==> config.mk <==
export PLATFORM = sky130hd
export DESIGN_NAME = hsd_ctrl
export DESIGN_NICKNAME = d
export VERILOG_FILES = /design/src/rtl/hsd_pkg.sv /design/src/rtl/hsd_ctrl.sv
export SDC_FILE = /design/constraint.sdc
export NUM_CORES = 1
export LEC_CHECK = 0
export BUFFER_PORTS_ARGS = -buffer_cell sky130_fd_sc_hd__buf_2
export CORE_AREA = 2 2 39 41
export CTS_CLUSTER_DIAMETER = 150
export DETAILED_ROUTE_END_ITERATION = 7
export DIE_AREA = 0 0 41 43
export MAX_ROUTING_LAYER = met4
export PLACE_DENSITY_LB_ADDON = 0.08
export SETUP_SLACK_MARGIN = 0.4
export SYNTH_ARGS = -nofsm -noshare
export SYNTH_HDL_FRONTEND = slang
export SYNTH_SLANG_ARGS = --single-unit
==> constraint.sdc <==
create_clock -name clk -period 1.8 [get_ports clk]
set_input_delay 0.36 -clock clk [delete_from_list [all_inputs] [get_ports clk]]
set_output_delay 0.36 -clock clk [all_outputs]
set_load 0.05 [all_outputs]
==> src/rtl/hsd_pkg.sv <==
// shared types and constants for the huffman stream decoder
package hsd_pkg;

	localparam int MAX_LEAVES  = 256;
	localparam int NODE_SLOTS  = 2 * MAX_LEAVES - 1;
	localparam int STACK_LIMIT = MAX_LEAVES - 1;
	localparam int IDX_W       = $clog2(NODE_SLOTS);
	localparam int NT_W        = $clog2(NODE_SLOTS + 1);
	localparam int D_W         = $clog2(MAX_LEAVES);
	localparam int HDR_BITS    = 3;
	localparam int SYM_BITS    = 8;

	typedef enum logic [1:0] {
		PH_HEADER  = 2'd0,
		PH_TREE    = 2'd1,
		PH_DATA    = 2'd2,
		PH_DISCARD = 2'd3
	} phase_t;

	typedef enum logic [1:0] {
		ST_OK        = 2'd0,
		ST_MALFORMED = 2'd1,
		ST_SHORT     = 2'd2
	} status_t;

	typedef struct packed {
		logic load;
		logic step;
		logic pop_load;
		logic walk_eval;
		logic end_emit;
		logic flush;
	} hsd_cmd_t;

	typedef struct packed {
		logic stop;
		logic kind_pop;
		logic kind_walk;
		logic kind_emit;
		logic emit_ok;
		logic out_free;
		logic pend_v;
		logic final_in;
	} hsd_stat_t;

endpackage

==> src/rtl/hsd_ctrl.sv <==
// sequencer that walks one input byte bit by bit
module hsd_ctrl (
	input  logic              clk,
	input  logic              arst_n,
	input  logic              in_valid,
	output logic              in_stall,
	input  hsd_pkg::hsd_stat_t stat,
	output hsd_pkg::hsd_cmd_t  cmd
);
	import hsd_pkg::*;

	typedef enum logic [5:0] {
		S_IDLE  = 6'b000001,
		S_BIT   = 6'b000010,
		S_POP   = 6'b000100,
		S_WALK  = 6'b001000,
		S_FIN   = 6'b010000,
		S_FLUSH = 6'b100000
	} state_t;

	state_t state_q, state_d;

	always_comb begin
		state_d = state_q;
		cmd     = '0;
		case (state_q)
			S_IDLE: begin
				if (in_valid) begin
					cmd.load = 1'b1;
					state_d  = S_BIT;
				end
			end
			S_BIT: begin
				if (stat.stop) begin
					state_d = S_FIN;
				end else if (!stat.kind_emit || stat.emit_ok) begin
					cmd.step = 1'b1;
					if (stat.kind_pop)
						state_d = S_POP;
					else if (stat.kind_walk)
						state_d = S_WALK;
				end
			end
			S_POP: begin
				cmd.pop_load = 1'b1;
				state_d      = S_BIT;
			end
			S_WALK: begin
				if (stat.emit_ok) begin
					cmd.walk_eval = 1'b1;
					state_d       = S_BIT;
				end
			end
			S_FIN: begin
				if (!stat.final_in) begin
					state_d = S_FLUSH;
				end else if (stat.emit_ok) begin
					cmd.end_emit = 1'b1;
					state_d      = S_FLUSH;
				end
			end
			S_FLUSH: begin
				if (!stat.pend_v) begin
					state_d = S_IDLE;
				end else if (stat.out_free) begin
					cmd.flush = 1'b1;
					state_d   = S_IDLE;
				end
			end
			default: state_d = S_IDLE;
		endcase
	end

	always_ff @(posedge clk or negedge arst_n) begin
		if (!arst_n)
			state_q <= S_IDLE;
		else
			state_q <= state_d;
	end

	assign in_stall = (state_q != S_IDLE);

endmodule

======== After elaboration in Yosys (flattened, before gate mapping) ========
Index checks and enable logic that the tools add are counted.
storage, ports and cells
  bits in registers ....................... 6
  bits in latches ......................... 0
  memory bits (writable) .................. 0
  memory bits (read-only) ................. 0
  output and inout bits ................... 7
  logic and storage cells ................. 41
  memories ................................ 0
cells by class
  $add $sub $neg .......................... 0
  $mul .................................... 0
  div/mod/pow operators ................... 0
  magnitude comparators ................... 0
  equal/unequal tests ..................... 13
  shift-type cells ........................ 0
  muxes and demuxes ....................... 24
  bitwise logic cells ..................... 0
  reduce and logical (&&, ||, !) cells .... 3
operators with widths
  cell                number
  $mux 6              10
  $pmux 6 s6          1
  $mux 1              13
  $ne 3x3->1 const B  3
  $eq 6x1->1 const B  1
  $eq 6x2->1 const B  1
  $eq 6x3->1 const B  1
  $eq 6x4->1 const B  1
  $eq 6x5->1 const B  1
  $eq 6x6->1 const B  1
  $ne 6x1->1 const B  1
  $reduce_and 6->1    1
  $ne 2x2->1 const B  2
  $ne 4x4->1 const B  1
  $logic_not 1->1     1
  $logic_or 1x1->1    1

======== Longest topological paths before layout ========
Gate-level depths: netlist of the first run.
  depth after elaboration ................. 5
  depth in mapped cells ................... 4
  mapped depth without buffers ............ 4

======== Least setup slack after synthesis of the first run ========
OpenSTA, ideal clock, no wires.
  path type ............................... register to output
  from .................................... register state_q[1]
  to ...................................... output port cmd[5] (netlist bit)
  data arrival time ....................... 1,958 ps
  required time ........................... 1,440 ps
  slack ................................... -518 ps
  stages on the path, launching flop included .. 4
  path buffers ............................ 0
  cells stage by stage .................... dfrtp_1 -> nor3_1 -> nand3_1 -> nor2_1
RTL lines
  item                    line            source
  from (decl)             hsd_ctrl.sv:21  state_t state_q, state_d;
  from (signal assigned)  hsd_ctrl.sv:78  state_q <= state_d;
  to (decl)               hsd_ctrl.sv:8   output hsd_pkg::hsd_cmd_t cmd

==> results of run 1 <==
[placed cells by master, fill, tap and decap left out, types with 2 or more instances in the layout]
cell / instances
dfrtp_2: 4
nor2b_1: 2
buf_6: 3
nor2_4: 6
o21ai_0: 3
nand4b_1: 2
clkbuf_4: 3
inv_1: 3
nor2_1: 4
nand3_2: 2
buf_4: 7
buf_2: 10
buf_8: 4
a21oi_1: 2
nor3_4: 3
[Yosys cell counts, drive strengths merged]
cell,n,share of area [%]
o21ai,3,3.7
and2,1,1.5
o211ai,1,1.8
nand3,4,6.1
nand2,2,1.8
xor2,1,2.1
dfrtp,5,31
o21bai,1,1.8
nor2,11,10
inv,3,2.8
and4bb,1,3.1
nor4,1,3.1
o32ai,1,2.1
a21oi,2,2.5
nor2b,3,4.6
o2bb2ai,1,2.1
and3,1,1.5
o22ai,1,1.5
nor3,3,6.1
dfstp,1,6.4
nand4b,2,4.3
[cell type report]
type | instances | area [µm²] | area share, %
timing repair buffer | 25 | 206 | 26.8
tap | 16 | 20.0 | 2.60
clock buffer | 4 | 26.3 | 3.41
sequential | 6 | 156 | 20.3
inverter | 3 | 11.3 | 1.46
multi-input combinational | 40 | 349 | 45.4
[per-stage QoR]
stage	hold WS [ns]	TNS, ns	utilization (%)	instances
6_report	0.311	0	55.6	94
5_1_grt	0.353	-0.132	55.6	94
4_1_cts	0.305	0	53.8	94
3_5_place_dp	0.189	0	42.3	84
3_3_place_gp	0.190	0	42.3	84
2_1_floorplan	0.0644	0	-	49
[worst max path at each step]
stage / start / endpoint / slack, ns / cells after the start
6_report: state_q[2] / cmd[1] / 0.02 / 4
5_1_grt: state_q[3] / cmd[4] / -0.07 / 5
4_1_cts: state_q[3] / cmd[4] / 0.01 / 5
3_5_place_dp: state_q[2] / cmd[1] / 0.14 / 4
3_3_place_gp: state_q[2] / cmd[1] / 0.15 / 4
2_1_floorplan: state_q[1] / cmd[5] / 0.18 / 3
[routing by layer]
layer  vias up  share of wire (%)  GRT usage (%)
met5         -                  0              -
li1        237                  -              -
met2        14                 56           26.6
met4         0               0.36           8.00
met3         2                4.6           3.14
met1       226                 39           20.9
[critical path, cell delays in order (launching register included)]
cell and delay (ns):
dfrtp_2 0.46, nor4_4 0.26, nand3_2 0.16, nor2_4 0.13, buf_6 0.16
[where the power goes]
part           switching (mW)  leakage [nW]  total [mW]  internal [mW]
clock                  0.0488        0.0150       0.133         0.0840
sequential             0.0877        0.0724       0.267          0.180
combinational           0.290         0.236       0.557          0.267
total                   0.427         0.323       0.957          0.530
[logic make-up (layout without fill, tap and decap cells)]
group           after synthesis  after routing
xor+xnor                      1              1
buf+inv                       3             32
flops                         6              6
simple gates                 29             29
compound gates               10             10
[repair_timing]
item,in CTS,in global routing
hold buffers,1,0
pin swaps,6,3
endpoints found under the setup margin,7,8
hold endpoints to repair,5,0
setup buffers,5,0
resized for setup,25,7
==> results.ini, run 1 <==
[status]
status=finished clean

[worst_setup_path]
required_ns=1.44
timing.rr.end=state_q[1]
reg2regPathDepth=5
setup.worst_path.class=flop to primary output
reg2reg_slack_ns=0.38
crit_path_start_kind=flop
critPathMaxFanout=7
cp-end-kind=primary output
arrival_ns=1.42
rr_startpoint=state_q[1]

[clock_network]
clkLatencyLatePin_ns=0.24
clk_pin_slew_ns=0.04
cts.sinks=6
cts_made_buffers=3
cts_tree=yes
cts_max_level=1
root_buffer=clkbuf_4
cts_buffer_depth=2

[timing]
max_freq_ghz=0.562
finClkSkew_ns=0.00747
min_period_ns=1.78
setup_ws_ns=0.0207
setup_viol=0
hold_violations=0
drv_slew=0
max_slew_margin_pct=82.1
worstMarginPinSlew_ns=0.268
rsz0062_at_grt=true
period_share_pct=98.8

[finish]
fillers=136
n_antenna_cell=0
top_regs=state_q (6)
stdcell_area_um2=769
drive_gt1_share_pct=64.1
nNetsFinal=90
area_delta_synth_final_pct=88.7
largest_register_ffs=6
largest-register=state_q

[pwr]
ir_drop_mv=0.779
p_per_area_mw_per_mm2=1240
totalPowerFinal_uw=957
p_leak_nw=0.323

[logic_synthesis]
synth-xor-area-share_pct=2.15
synth_top_family_by_area=simple AND/OR/NAND/NOR gates
synth_area_um2=408
seq_area_frac_synth_pct=37.1
muxShareOfSynthArea_pct=0
yosysWarnings=0
yosys.area_share.simple_pct=42.3
synth_cells=49
ys_seq_elements=6
synthAdderAreaFrac_pct=0
syn_nets=60
syn_avg_cell_area_um2=8.32
synth.distinct_cells=23
synth-compound-area-share_pct=15.6

[grt]
gr-total-overflow=0
grt_pass1_vias=480
grt_pass1_wl_um=2040
grt_usage_pct=17.2
antenna_found_initial=0
grt_max_degree=8

[detailed_routing]
drt_iter0_markers=3
drc=0
avgRoutedWirePerCell_um=11.7
vias=479
drtAntennaViolNets=0
first_pass_iters=4
routed_wl_um=1100
via_per_inst=5.10

[floorplanning]
ios=18
die_w_um=41
start_util_pct=29.5
dieArea_mm2=0.00176
rows=14
die_h_um=43
core_mm2=0.00138

[flow_run]
drv_cap=0

[placement]
dpl_worst_slack_ns=0.142
dp_hpwl_um=817
port_buffers=17
routabilityCongestion=0.730
dpl_cell_area_um2=586

[worst_hold_path]
min_to=state_q[0]
min_path_type=input pin to flop
min_from=in_valid
hold_depth=2

(Power assumes the default switching activity.)
==> run 2, diff against run 1 <==
Settings changed: ABC_AREA from default to 1, CORE_AREA 2 2 39 41 to default, CORE_MARGIN from default to 2, CORE_UTILIZATION from default to 36, DIE_AREA 0 0 41 43 to default.
==> run 2 against run 1 <==
Worst hold slack better by 0.091 ns. Via count is 29% higher. Worst setup slack improved by 0.017 ns. Critical path depth rose by 1. Wire length up 34%. Clock-buffer cell count unchanged. Non-clock buffer count up 12. Clock skew rose by 0.0015 ns.
==> results.ini, run 2 <==
[timing]
rsz0062_at_grt=true  ; unchanged
min_period_ns=1.76  ; was 1.78 ns
hold_ws_ns=0.402  ; was 0.311 ns
max_slew_margin_pct=82.1  ; about the same
setup_viol=0  ; unchanged
finClkSkew_ns=0.00896  ; was 0.00747 ns
fin_tns_setup_ns=0  ; unchanged
hold_violations=0  ; unchanged
period_share_pct=97.9  ; was 98.8%
worstMarginPinSlew_ns=0.268  ; about the same
max_freq_ghz=0.568  ; was 0.562 GHz
drv_slew=0  ; unchanged

[detailed_routing]
drt_iter0_markers=7  ; was 3
routed_wl_um=1480  ; was 1100 µm
first_pass_iters=3  ; was 4
drc=0  ; unchanged
drtAntennaViolNets=0  ; unchanged
via_per_inst=4.79  ; was 5.10
vias=618  ; was 479
avgRoutedWirePerCell_um=11.4  ; was 11.7 µm

[logic_synthesis]
synth-xor-area-share_pct=0  ; was 2.15%
synthAdderAreaFrac_pct=0  ; unchanged
muxShareOfSynthArea_pct=0  ; unchanged
synth-compound-area-share_pct=1.04  ; was 15.6%
netlist_top_cells_count=inv_1 (14), nor2_1 (14), nand3_1 (12)  ; was nor2_1 (11), dfrtp_1 (5)
ys.flop_type=dfrtp_1  ; unchanged
synth_top_family_by_area=simple AND/OR/NAND/NOR gates  ; unchanged
seq_area_frac_synth_pct=31.3  ; was 37.1%
async_reset_ff_share_pct=100  ; unchanged
yosysTopAreaCell=dfrtp_1  ; unchanged
syn_avg_cell_area_um2=6.62  ; was 8.32 µm²
synth_edf_count=0  ; unchanged
synth_top_area_share_pct=25.9  ; was 30.7%
ys_seq_elements=6  ; unchanged
syn_nets=84  ; was 60
yosysWarnings=0  ; unchanged
synth.distinct_cells=15  ; was 23
synth_area_leaders=dfrtp_1 (26%), nand3_1 (12%), inv_1 (11%)  ; was dfrtp_1 (31%), nor2_1 (10%), dfstp_2 (6.4%)
yosys.area_share.simple_pct=55.2  ; was 42.3%
synth_cells=73  ; was 49
synth_area_um2=483  ; was 408 µm²

[finish]
layout_commonest_cell=buf_4  ; was buf_2
layout_common_cells=buf_4 (16), inv_1 (12), nor2_4 (10), buf_2 (10), nand2_1 (8)  ; was buf_2 (10), buf_4 (7), nor2_4 (6)
top_regs=state_q (6)  ; unchanged
n_antenna_cell=0  ; unchanged
fillers=89  ; was 136
largest_register_ffs=6  ; unchanged
nNetsFinal=126  ; was 90
largest-register=state_q  ; unchanged
drive_gt1_share_pct=62.3  ; was 64.1%
instances_no_fill=129  ; was 94
area_delta_synth_final_pct=99.2  ; was 88.7%

[worst_setup_path]
critical_path_buf_inv_count=2  ; was 1
rr_startpoint=state_q[2]  ; was state_q[1]
slowest_delay_ns=0.42  ; was 0.46 ns
path_depth=5  ; was 4
arrival_ns=1.40  ; was 1.42 ns
crit_path_start_kind=flop  ; unchanged
worstPathCellList=nor2_4 > buf_4 > nand3_2 > nor3_4 > buf_6  ; was nor4_4 > nand3_2 > nor2_4 > buf_6
required_ns=1.44  ; about the same
reg2regPathDepth=10  ; was 5
reg2reg_slack_ns=0.28  ; was 0.38 ns
critPathCapture=cmd[1]  ; unchanged
setup.worst_path.class=flop to primary output  ; unchanged
timing.rr.end=state_q[5]  ; was state_q[1]
crit_path_top_delay_cell=dfrtp_1  ; was dfrtp_2
crit_family=flip-flops  ; was simple AND/OR/NAND/NOR gates
cp-end-kind=primary output  ; unchanged
startpoint=state_q[2]  ; unchanged
critPathMaxFanout=6  ; was 7

[floorplanning]
dieArea_mm2=0.00165  ; was 0.00176 mm²
start_util_pct=38.1  ; was 29.5%
die_h_um=40.6  ; was 43 µm
ios=18  ; unchanged
core_mm2=0.00127  ; was 0.00138 mm²
rows=13  ; was 14
die_w_um=40.6  ; was 41 µm

[clock_network]
root_buffer=clkbuf_4  ; unchanged
cts.sinks=6  ; unchanged
cts_tree=yes  ; unchanged
clkLatencyLatePin_ns=0.24  ; about the same
cts_max_level=1  ; unchanged
clk_pin_slew_ns=0.05  ; was 0.04 ns
cts_buffer_depth=2  ; unchanged
cts_made_buffers=3  ; unchanged

[grt]
grt_pass1_vias=477  ; was 480
grt_max_degree=8  ; unchanged
antenna_found_initial=0  ; unchanged
gr-total-overflow=0  ; unchanged
grt_usage_pct=18.1  ; was 17.2%
grt_pass1_wl_um=1950  ; was 2040 µm

[flow_run]
drv_cap=0  ; unchanged

[pwr]
p_leak_nw=0.507  ; was 0.323 nW
p_per_area_mw_per_mm2=1230  ; was 1240 mW/mm²
ir_drop_mv=0.683  ; was 0.779 mV

[placement]
dp_hpwl_um=927  ; was 817 µm
routabilityCongestion=0.699  ; was 0.730
port_buffers=17  ; unchanged
dp.cells=105  ; was 84

[worst_hold_path]
min_path_type=input pin to flop  ; unchanged
hold_depth=3  ; was 2

[status]
status=finished clean  ; unchanged

## run 2: cell types whose count changed in the layout (fill, tap and decap cells not counted), moves of 4 or more
cell,previous run,this run
nor2_4,6,10
inv_1,3,12
nand4_1,0,5
inv_2,0,4
nand3_1,1,5
buf_4,7,16
nand2_1,1,8
## run 2: repair_timing
item,4_1_cts,5_1_grt
buffers inserted,13,6
hold endpoints to repair,5,0
pin swaps,10,6
gates resized for setup,23,13
hold buffers,1,0
setup endpoints to repair,7,12
gates cloned,0,0
## run 2: worst reg2reg max path, stage by stage (launching register included)
cell and delay [ns]:
dfrtp_1 0.42, nor2_4 0.20, nand2_2 0.08, nor2_4 0.10, buf_4 0.11, buf_4 0.11, nand3_1 0.06, nand2_1 0.09
inv_2 0.07, nand3_1 0.09, nand2_1 0.06
## run 2: cell type report
| class | count | area (µm²) | share of cell area (%) |
|---|---|---|---|
| multi-input combinational | 51 | 397 | 41.2 |
| timing repair buffer | 37 | 308 | 32.0 |
| sequential | 6 | 153 | 15.9 |
| inverter | 16 | 60.1 | 6.24 |
| clock buffer | 4 | 26.3 | 2.73 |
| tap | 15 | 18.8 | 1.95 |
## run 2: per-layer routing
layer,track usage (%),up-vias,share of wire [%]
met5,-,-,0
met4,0,0,2.6
met3,3.26,4,3.1
met2,31.7,13,52
met1,23.1,287,42
li1,-,314,-
## run 2: how the worst min path moves through the flow
stage	slack, ns	to	start
after CTS	0.39	state_q[2]	stat[6]
after detailed placement	0.19	state_q[5]	arst_n
final	0.40	state_q[2]	stat[6]
after global placement	0.19	state_q[5]	arst_n
after global routing	0.41	state_q[2]	stat[6]
after floorplan	0.06	state_q[1]	arst_n
## run 2: cells by family (layout without fill, tap and decap cells)
| family | count (synthesis) | after routing |
|---|---|---|
| buf+inv | 16 | 57 |
| flops | 6 | 6 |
| compound gates | 1 | 1 |
| simple gates | 50 | 50 |
## run 2: metrics by stage
stage	utilization [%]	power (mW)	worst slack, ns	cell area (µm²)
floorplan	-	0.671	0.168	553
global placement	51.8	0.766	0.123	657
detailed placement	51.8	0.768	0.126	657
CTS	68.2	1.07	0.0484	866
global route	75.8	1.26	-0.0278	962
finish	75.8	1.18	0.0380	962
## run 2: power by group
group / total (mW) / internal, mW / switching [mW] / leakage, nW
registers: 0.223 / 0.182 / 0.0413 / 0.0773
clock network: 0.127 / 0.0836 / 0.0438 / 0.0150
logic: 0.829 / 0.357 / 0.472 / 0.414
